[src/hw/rtl/pcmsep_pkg.sv]
`default_nettype none

package pcmsep_pkg;

	localparam int MaxChannels = 8;
	localparam int ShiftBits   = 6;
	localparam int ChanBits    = $clog2(MaxChannels);

	localparam int SampleBits  = 64;
	localparam int OutBits     = 32;
	localparam int CountBits   = 3;
	localparam int ShiftsBits  = MaxChannels * ShiftBits;
	localparam int CfgDataBits = ShiftsBits;
	localparam int CfgIdxBits  = 3;

	// Register indexes on the configuration channel.
	localparam logic [CfgIdxBits-1:0] REG_SAMPLE_WIDTH     = 3'd0;
	localparam logic [CfgIdxBits-1:0] REG_UNSIGNED_SAMPLES = 3'd1;
	localparam logic [CfgIdxBits-1:0] REG_BIG_ENDIAN       = 3'd2;
	localparam logic [CfgIdxBits-1:0] REG_CHANNEL_COUNT    = 3'd3;
	localparam logic [CfgIdxBits-1:0] REG_CHANNEL_SHIFTS   = 3'd4;

	// Output width codes.
	localparam logic [1:0] WIDTH_8  = 2'd0;
	localparam logic [1:0] WIDTH_16 = 2'd1;
	localparam logic [1:0] WIDTH_24 = 2'd2;
	localparam logic [1:0] WIDTH_32 = 2'd3;

	localparam logic signed [SampleBits-1:0] LIM_8  = 64'sh0000_0000_0000_007F;
	localparam logic signed [SampleBits-1:0] LIM_16 = 64'sh0000_0000_0000_7FFF;
	localparam logic signed [SampleBits-1:0] LIM_24 = 64'sh0000_0000_007F_FFFF;
	localparam logic signed [SampleBits-1:0] LIM_32 = 64'sh0000_0000_7FFF_FFFF;

	localparam logic [7:0]  SIGN_8  = 8'h80;
	localparam logic [15:0] SIGN_16 = 16'h8000;
	localparam logic [23:0] SIGN_24 = 24'h80_0000;
	localparam logic [31:0] SIGN_32 = 32'h8000_0000;

	// Output format settings seen by the conversion logic.
	typedef struct packed {
		logic [1:0] sample_width;
		logic       unsigned_samples;
		logic       big_endian;
	} fmt_cfg_t;

endpackage

`default_nettype wire

[src/hw/rtl/pcmsep_convert.sv]
`default_nettype none

module pcmsep_convert (
	input  wire pcmsep_pkg::fmt_cfg_t                         fmt,
	input  wire logic signed [pcmsep_pkg::SampleBits-1:0]     sample,
	input  wire logic [pcmsep_pkg::ShiftBits-1:0]             shift,
	output logic [pcmsep_pkg::OutBits-1:0]                    out_bytes,
	output logic [pcmsep_pkg::CountBits-1:0]                  byte_count
);
	import pcmsep_pkg::*;

	logic signed [SampleBits-1:0] shifted;
	logic signed [SampleBits-1:0] lim;
	logic signed [SampleBits-1:0] neg_lim;
	logic signed [SampleBits-1:0] clamped;
	logic [7:0]  w8;
	logic [15:0] w16;
	logic [23:0] w24;
	logic [31:0] w32;

	assign shifted = sample >>> shift;

	always_comb begin
		case (fmt.sample_width)
			WIDTH_8:  lim = LIM_8;
			WIDTH_16: lim = LIM_16;
			WIDTH_24: lim = LIM_24;
			default:  lim = LIM_32;
		endcase
	end

	assign neg_lim = -lim;

	// Symmetric clamp; the most negative input lands on the negative limit.
	always_comb begin
		if (shifted > lim) begin
			clamped = lim;
		end else if (shifted < neg_lim) begin
			clamped = neg_lim;
		end else begin
			clamped = shifted;
		end
	end

	assign w8  = clamped[7:0]  ^ (fmt.unsigned_samples ? SIGN_8  : 8'h00);
	assign w16 = clamped[15:0] ^ (fmt.unsigned_samples ? SIGN_16 : 16'h0000);
	assign w24 = clamped[23:0] ^ (fmt.unsigned_samples ? SIGN_24 : 24'h00_0000);
	assign w32 = clamped[31:0] ^ (fmt.unsigned_samples ? SIGN_32 : 32'h0000_0000);

	always_comb begin
		case (fmt.sample_width)
			WIDTH_8: begin
				out_bytes  = {24'h00_0000, w8};
				byte_count = 3'd1;
			end
			WIDTH_16: begin
				out_bytes  = fmt.big_endian ? {16'h0000, w16[7:0], w16[15:8]}
				                            : {16'h0000, w16};
				byte_count = 3'd2;
			end
			WIDTH_24: begin
				out_bytes  = fmt.big_endian ? {8'h00, w24[7:0], w24[15:8], w24[23:16]}
				                            : {8'h00, w24};
				byte_count = 3'd3;
			end
			default: begin
				out_bytes  = fmt.big_endian ? {w32[7:0], w32[15:8], w32[23:16], w32[31:24]}
				                            : w32;
				byte_count = 3'd4;
			end
		endcase
	end

endmodule

`default_nettype wire

[src/hw/rtl/pcm_sample_export_packer.sv]
`default_nettype none

// Channel   Direction  Beat content
// s_*       in         tdata[63:0] sample; tuser[0] start_of_buffer
// m_*       out        tdata[31:0] out_bytes; tuser[2:0] byte_count, [5:3] channel_index
// cfg_*     in         cfg_index register index; cfg_data write value (always ready)
//
// One beat per cycle while m_tready is high; m_tvalid rises once a sample has reached stage 2.
// Stage 1 holds the sample with its channel and shift, stage 2 holds the packed result;
// the barrel shift, clamp and byte swap between them set the cycle time.
// Reset clears the pipeline, restores the register defaults and restarts at channel 0.
// A stall on m_tready backs up through both stages, so s_tready drops only when full.

module pcm_sample_export_packer (
	input  wire  logic                                    clk,
	input  wire  logic                                    arst_n,
	input  wire  logic                                    s_tvalid,
	output logic                                          s_tready,
	input  wire  logic [pcmsep_pkg::SampleBits-1:0]       s_tdata,  // [63:0] sample
	input  wire  logic [0:0]                              s_tuser,  // [0] start_of_buffer
	output logic                                          m_tvalid,
	input  wire  logic                                    m_tready,
	output logic [pcmsep_pkg::OutBits-1:0]                m_tdata,  // [31:0] out_bytes
	output logic [5:0]                                    m_tuser,  // [2:0] byte_count,
	                                                                // [5:3] channel_index
	input  wire  logic                                    cfg_valid,
	output logic                                          cfg_ready,
	input  wire  logic [pcmsep_pkg::CfgIdxBits-1:0]       cfg_index,
	input  wire  logic [pcmsep_pkg::CfgDataBits-1:0]      cfg_data
);
	import pcmsep_pkg::*;

	fmt_cfg_t               fmt_q;
	logic [3:0]             channel_count_q;
	logic [ShiftsBits-1:0]  channel_shifts_q;
	logic [ChanBits-1:0]    next_channel_q;

	logic [3:0]             eff_count;
	logic [ChanBits-1:0]    ch;
	logic [ChanBits:0]      ch_inc;
	logic [ChanBits-1:0]    ch_next;
	logic                   s_accept;
	logic                   adv_s1;

	logic                           valid_s1;
	logic signed [SampleBits-1:0]   sample_s1;
	logic [ShiftBits-1:0]           shift_s1;
	logic [ChanBits-1:0]            ch_s1;

	logic                           valid_s2;
	logic [OutBits-1:0]             bytes_s2;
	logic [CountBits-1:0]           count_s2;
	logic [ChanBits-1:0]            ch_s2;

	logic [OutBits-1:0]             conv_bytes;
	logic [CountBits-1:0]           conv_count;

	assign cfg_ready = 1'b1;

	always_ff @(posedge clk or negedge arst_n) begin
		if (!arst_n) begin
			fmt_q.sample_width     <= WIDTH_16;
			fmt_q.unsigned_samples <= 1'b0;
			fmt_q.big_endian       <= 1'b0;
			channel_count_q        <= 4'd2;
			channel_shifts_q       <= '0;
		end else if (cfg_valid && cfg_ready) begin
			case (cfg_index)
				REG_SAMPLE_WIDTH:     fmt_q.sample_width     <= cfg_data[1:0];
				REG_UNSIGNED_SAMPLES: fmt_q.unsigned_samples <= cfg_data[0];
				REG_BIG_ENDIAN:       fmt_q.big_endian       <= cfg_data[0];
				REG_CHANNEL_COUNT:    channel_count_q        <= cfg_data[3:0];
				REG_CHANNEL_SHIFTS:   channel_shifts_q       <= cfg_data[ShiftsBits-1:0];
				default: begin
				end
			endcase
		end
	end

	// A count of zero or above the maximum runs all channels.
	assign eff_count = (channel_count_q == 4'd0 || channel_count_q > 4'(MaxChannels))
	                   ? 4'(MaxChannels) : channel_count_q;

	// A stale index left above a lowered count falls back to channel 0.
	always_comb begin
		ch = s_tuser[0] ? '0 : next_channel_q;
		if (4'(ch) >= eff_count) begin
			ch = '0;
		end
	end

	assign ch_inc  = {1'b0, ch} + 1'b1;
	assign ch_next = (4'(ch_inc) >= eff_count) ? '0 : ch_inc[ChanBits-1:0];

	assign adv_s1   = !valid_s2 || m_tready;
	assign s_tready = !valid_s1 || adv_s1;
	assign s_accept = s_tvalid && s_tready;

	always_ff @(posedge clk or negedge arst_n) begin
		if (!arst_n) begin
			next_channel_q <= '0;
			valid_s1       <= 1'b0;
			valid_s2       <= 1'b0;
		end else begin
			if (s_accept) begin
				next_channel_q <= ch_next;
			end
			if (s_tready) begin
				valid_s1 <= s_tvalid;
			end
			if (adv_s1) begin
				valid_s2 <= valid_s1;
			end
		end
	end

	always_ff @(posedge clk) begin
		if (s_accept) begin
			sample_s1 <= s_tdata;
			shift_s1  <= channel_shifts_q[ShiftBits*ch +: ShiftBits];
			ch_s1     <= ch;
		end
		if (adv_s1 && valid_s1) begin
			bytes_s2 <= conv_bytes;
			count_s2 <= conv_count;
			ch_s2    <= ch_s1;
		end
	end

	pcmsep_convert u_convert (
		.fmt        (fmt_q),
		.sample     (sample_s1),
		.shift      (shift_s1),
		.out_bytes  (conv_bytes),
		.byte_count (conv_count)
	);

	assign m_tvalid = valid_s2;
	assign m_tdata  = bytes_s2;
	assign m_tuser  = {ch_s2, count_s2};

endmodule

`default_nettype wire

[config.mk]
export PLATFORM = sky130hd
export DESIGN_NAME = pcm_sample_export_packer
export DESIGN_NICKNAME = d
export VERILOG_FILES = /design/src/hw/rtl/pcmsep_pkg.sv /design/src/hw/rtl/pcmsep_convert.sv /design/src/hw/rtl/pcm_sample_export_packer.sv
export SDC_FILE = /design/constraint.sdc
export NUM_CORES = 1
export LEC_CHECK = 0
export ABC_CLOCK_PERIOD_IN_PS = 6700
export BUFFER_PORTS_ARGS = -buffer_cell sky130_fd_sc_hd__buf_2
export CORE_UTILIZATION = 60
export DETAILED_ROUTE_END_ITERATION = 8
export GPL_TIMING_DRIVEN = 1
export PLACE_DENSITY = 0.81
export SLEW_MARGIN = 20
export SYNTH_ARGS = -nofsm -noshare
export SYNTH_HDL_FRONTEND = slang
export SYNTH_SLANG_ARGS = --single-unit
[constraint.sdc]
create_clock -name clk -period 6.7 [get_ports clk]
set_input_delay 0.335 -clock clk [delete_from_list [all_inputs] [get_ports clk]]
set_output_delay 0.335 -clock clk [all_outputs]
set_load 0.01 [all_outputs]
Yosys cells after proc, flatten, opt, wreduce, memory -nomap -nowiden
Index checks and enable logic that the tools add are counted.

storage, ports and cells
  flip-flop bits (word level) = 172
  input port bits = 121
  output and inout bits = 41

operators by class
  $add $sub $neg = 2
  multipliers = 1
  magnitude comparators = 5
  eq/ne operators = 6
  shift operators = 2
  mux-type cells = 16
  bitwise operators = 4
  reductions and logical operators = 15

operators by type and width
  operator                                                           count
  32-bit two-way mux                                                 4
  32-bit case mux with 3 select lines                                1
  31-bit case mux with 3 select lines                                1
  64-bit by 32-bit > comparator with 1-bit output                    1
  64-bit less-than comparator                                        1
  31-bit negator with 64-bit output                                  1
  64-bit by 6-bit >>> shifter with 64-bit output                     1
  24-bit two-way mux                                                 2
  48-bit by 7-bit indexed part select with 6-bit output              1
  16-bit two-way mux                                                 2
  32-bit XOR                                                         1
  24-bit XOR                                                         1
  16-bit XOR                                                         1
  2-bit AND reduction                                                5
  3-bit two-way mux                                                  3
  3-bit case mux with 3 select lines                                 1
  8-bit two-way mux                                                  1
  8-bit XOR                                                          1
  3-bit by 2-bit == test with 1-bit output, second input constant    2
  2-bit by 3-bit multiplier with 5-bit output, first input constant  1
  3-bit by 1-bit adder with 4-bit output, second input constant      1
  3-bit by 4-bit greater-or-equal comparator with 1-bit output       1
  4-bit greater-or-equal comparator                                  1
  4-bit > comparator, second input constant                          1
  other kinds (11)                                                   15

Depth between registers and ports, before layout
  depth in word-level cells = 9
  mapped depth = 29
  depth with buffers taken out = 21

Hierarchy
From an unflattened synthesis, not the netlist that was laid out.

unflattened totals
  cells, all modules = 1449
  area, all modules = 14549.0 um^2

modules (own cells, without submodules)
  module                    instances  cells an instance  area each (um^2)
  pcmsep_convert            1          1103               8207.9
  pcm_sample_export_packer  1          346                6341.1

Worst setup path before layout
No wires, ideal clock.

  kind = register to register
  from = register shift_s1[3]
  to = register bytes_s2[0] (netlist: m_tdata[0]) (data pin)
  setup time = 0.279 ns
  data arrival time = 5.297 ns
  required time = 6.421 ns
  slack = 1.124 ns
  cell stages (with the launch flop) = 24
  buffers on the path = 6
  clock period less this slack = 5.576 ns
  cell sequence = edfxtp_1 > buf_2 > buf_2 > buf_2 > buf_2 > buf_1 > buf_1 > mux4_2 > mux2i_1 > nand2_1 > a311oi_1 > a31oi_1 > ha_1 > or4_1 > nor4_1 > o21ai_0 > o21bai_1 > a21oi_1 > a21oi_1 > a31oi_1 > a2111oi_1 > nand2_1 > a221oi_1 > a32oi_1

between the ends
  longest elaborated chain between the ends = 7
  elaborated cells between the ends (all ways) = 13
  classes of those cells = order compare: 2; shift: 1; mux: 6; bitwise: 4

ends and longest elaborated chain
  element                                             line                             text
  start, declared                                     pcm_sample_export_packer.sv:47   logic [ShiftBits-1:0] shift_s1;
  start signal, assigned                              pcm_sample_export_packer.sv:120  shift_s1 <= channel_shifts_q[ShiftBits*ch +: ShiftBits];
  64-bit by 6-bit >>> shifter with 64-bit output (*)  pcmsep_convert.sv:21             assign shifted = sample >>> shift;
  64-bit less-than comparator                         pcmsep_convert.sv:38             end else if (shifted < neg_lim) begin
  32-bit two-way mux                                  pcmsep_convert.sv:38
  32-bit two-way mux (*)                              pcmsep_convert.sv:36             if (shifted > lim) begin
  32-bit XOR (tied with other cells)                  pcmsep_convert.sv:48             assign w32 = clamped[31:0] ^ (fmt.unsigned_samples ? SIGN_32 : 32'h0000_0000);
  32-bit two-way mux (tied with other cells)          pcmsep_convert.sv:67             out_bytes = fmt.big_endian ? {w32[7:0], w32[15:8], w32[23:16], w32[31:24]}
  32-bit case mux with 3 select lines (*)             pcmsep_convert.sv:51             case (fmt.sample_width)
  via conv_bytes[0]                                   pcm_sample_export_packer.sv:55   logic [OutBits-1:0] conv_bytes;
  end signal, assigned                                pcm_sample_export_packer.sv:124  bytes_s2 <= conv_bytes;
  end, declared                                       pcm_sample_export_packer.sv:51   logic [OutBits-1:0] bytes_s2;

The timed path passes the listed nets; every way through them passes the cells marked *.
A chain may end at the register's enable or synchronous reset.

Final worst setup path
  from = register shift_s1[1]
  to = register bytes_s2[11] (netlist: m_tdata[11]) (data pin)

The elaborated chain is that of the path after synthesis.

==> results.sh <==
export IMPL_maxCapViolations=0
export IMPL_grt_max_degree=90
export IMPL_cts_tree="yes"
export IMPL_timing_final_crit_share_pct=94.63
export IMPL_io_pins=162
export IMPL_switching_share_pct=46.81
export IMPL_cp_arrival_ns=6.61
export IMPL_max_vdd_ir_drop_uv=210.8
export IMPL_p_int_mw=3.132
export IMPL_drc=0
export IMPL_cts_buffers=17
export IMPL_grtUsageTotal_pct=38.14
export IMPL_nNetsFinal=1791
export IMPL_clkSlewWorstSetupHoldPaths_ns=0.09
export IMPL_ctsHtreeMaxLevel=4
export IMPL_cts_buffer_depth=2
export IMPL_hpwlAfterDp_um=35690
export IMPL_cp_buffers_inverters=4
export IMPL_rr_worst_depth=21
export IMPL_drtAntennaViolNets=0
export IMPL_placedInstanceArea_sq_um=15810
export IMPL_layout_commonest_cell="buf_2"
export IMPL_hold_class="in -> async"
export IMPL_grt_overflow_total=0
export IMPL_die_area_sq_um=25230
export IMPL_start_util_pct=60.87
export IMPL_p_clk_share_pct=17.5
export IMPL_drive_gt1_share_pct=27.11
export IMPL_worst_hold_slack_ns=0.02463
export IMPL_cp_top_family="compound AO/OA/AOI/OAI gates"
export IMPL_path_common_cell="buf_4"
export IMPL_ctsHoldBuffers=0
export IMPL_cts_resized=0
export IMPL_ys_types=89
export IMPL_min_period_ns=6.340
export IMPL_diodes=0
export IMPL_rrSetupSlack_ns=0.36
export IMPL_cp_required_ns=6.97
export IMPL_sequentialPowerShare_pct=24.8
export IMPL_setup_ws_ns=0.3601
export IMPL_crit_path_end_kind="register"
export IMPL_routed_wirelength_um=48290
export IMPL_ys_flop_type="edfxtp_1"
export IMPL_preCtsSetupSlack_ns=0.6394
export IMPL_yosys_warnings=0
export IMPL_worstPathMaxFanout=36
export IMPL_core_sq_um=24250
export IMPL_power_density_nw_per_um2=358.9
export IMPL_seq_area_frac_synth_pct=32.94
export IMPL_worst_slew_pin_slew_ns=1.063
export IMPL_firstDrtPassIters=7
export IMPL_p_leak_nw=6.572
export IMPL_tns_ns=0
export IMPL_grt_first_pass_wirelength_um=74690
export IMPL_grt_setup_unrepaired="false"
export IMPL_slew_viol_final=0
export IMPL_fin_skew_ns=0.01890
export IMPL_path_cells="buf_12 > buf_4 > mux2i_1 > a221oi_1 > nand2b_1 > o211ai_1 > a31oi_1 > buf_4 > ha_1 > or4_1 > nor4_1 > o21ai_0 > o21bai_1 > a21oi_1 > a21oi_1 > a31o_1 > buf_4 > nand2_1 > a21oi_2 > a211oi_1 > a211oi_1"
export IMPL_grt_pass1_vias=12884
export IMPL_ys_ff_latch=172
export IMPL_report_power_total_mw=5.889
export IMPL_rows=57
export IMPL_vias=13728
export IMPL_final_core_util_pct=67.67
export IMPL_synth_area_per_cell_sq_um=9.853
export IMPL_root_buffer="clkbuf_16"
export IMPL_port_buffers=160
export IMPL_synth_edf_count=111
export IMPL_dieHeight_um=158.8
export IMPL_stdcell_area_sq_um=16410
export IMPL_die_w_um=158.8
export IMPL_areaGrowthSynthToFinish_pct=11.17
export IMPL_final_cells=1947
export IMPL_p_sw_mw=2.757
export IMPL_postCtsSetupBuffers=0
export IMPL_path_depth=21
export IMPL_gp_congestion=1.058
export IMPL_setup_viol_count_final=0
export IMPL_start_kind="register"
export IMPL_clock_latency_ns=0.46
export IMPL_finalHoldViolCount=0
export IMPL_post_drt_wl_per_cell_um=24.80
export IMPL_dp_cells=1915
export IMPL_path_class="reg -> reg"
export IMPL_drtIter0Drc=2305
export IMPL_cp_slowest_stage_delay_ns=0.80
export IMPL_synth_nets=1679
export IMPL_clkSinkCount=172
export IMPL_status="completed"
export IMPL_max_slew_margin_pct=28.24
export IMPL_power_frac_comb_pct=57.7
export IMPL_synth_area_sq_um=14760
export IMPL_async_flop_share_pct=35.47
export IMPL_fmax_ghz=0.1577
export IMPL_synth_cells=1498
export IMPL_antenna_found_initial=0
export IMPL_via_per_inst=7.051
export IMPL_crit_slowest_cell="a221oi_1"
export IMPL_layout_common_cells="160 x buf_2, 154 x nand2_1, 111 x nor2_1, 111 x edfxtp_1, 97 x a21oi_1"
[path summary, 6_finish.rpt]
| check | from | to |
|---|---|---|
| max in group asynchronous | arst_n | channel_shifts_q[12] |
| min reg2reg | ch_s1[1] | ch_s2[1] |
| min in group clk | s_tdata[63] | sample_s1[63] |
| max reg2reg | shift_s1[1] | m_tdata[11] |
| min | arst_n | next_channel_q[1] |
| max | shift_s1[1] | m_tdata[11] |
[sequential cells by signal, summed over array words and instances, names as in the netlist]
signal,count
sample_s1,64
channel_shifts_q,48
m_tdata,32
shift_s1,6
channel_count_q,4
fmt_q,4
ch_s1,3
ch_s2,3
count_s2,3
next_channel_q,3
m_tvalid,1
valid_s1,1
[kinds of logic (layout without fill, tap and decap cells)]
| family | count (synthesis) | after routing | share of synthesized area [%] |
|---|---|---|---|
| other | 1 | 1 | 0.02541 |
| xor gates and xnor gates | 2 | 2 | 0.1187 |
| DFF | 172 | 172 | 32.94 |
| buffers and inverters | 156 | 281 | 5.078 |
| AOI/OAI and AO/OA | 427 | 427 | 19.53 |
| and+or+nand+nor | 423 | 423 | 13.50 |
| muxes | 257 | 257 | 23.72 |
| adders and majority gates | 60 | 60 | 5.086 |
[synth_stat cells, drive strengths merged, types with 20 or more instances]
library cell | instances | area [sq um]
mux4 | 63 | 1419
mux2i | 95 | 967.2
dfrtp | 59 | 1476
nor3 | 20 | 105.1
o21ai | 93 | 469.2
inv | 34 | 127.6
ha | 60 | 750.7
nor2 | 111 | 416.7
a211oi | 29 | 217.7
buf | 64 | 404.1
a21oi | 98 | 494.2
mux2 | 99 | 1115
nor2b | 20 | 125.1
clkbuf | 57 | 214.0
edfxtp | 111 | 3333
nand2 | 154 | 578.1
[power by group through the flow]
stage | combinational [mW] | clock, mW | sequential [mW]
global placement | 3.23 | 0 | 1.47
global route | 3.60 | 1.07 | 1.48
floorplan | 2.31 | 0 | 1.46
finish | 3.40 | 1.03 | 1.46
detailed placement | 3.25 | 0 | 1.48
CTS | 3.27 | 1.04 | 1.46
[final cells by class]
type	count	area [sq um]
multi-input combinational	1170	9171
sequential	172	4862
timing repair buffer	214	1244
tap	324	405.4
fill	1904	7839
inverter	35	131.4
clock buffer	17	425.4
clock inverter	15	170.2
[metal layers]
metal | up-vias | part of all wire (%) | global-route usage (%)
met5 | - | 0 | 0
met4 | 0 | 2.4 | 10.11
met3 | 103 | 12 | 8.229
met2 | 1037 | 44 | 58.47
met1 | 6592 | 41 | 54.64
li1 | 5996 | - | -
[worst reg2reg max path: cells and delay by family, from the launching register on]
family,cells,cell delay [ns]
buffers and inverters,4,1.11
and+or+nand+nor,4,1.19
DFF,1,0.38
muxes,1,0.31
adders and majority gates,1,0.27
AOI/OAI and AO/OA,11,2.90
Note: power is estimated with default switching activity, not from simulation.
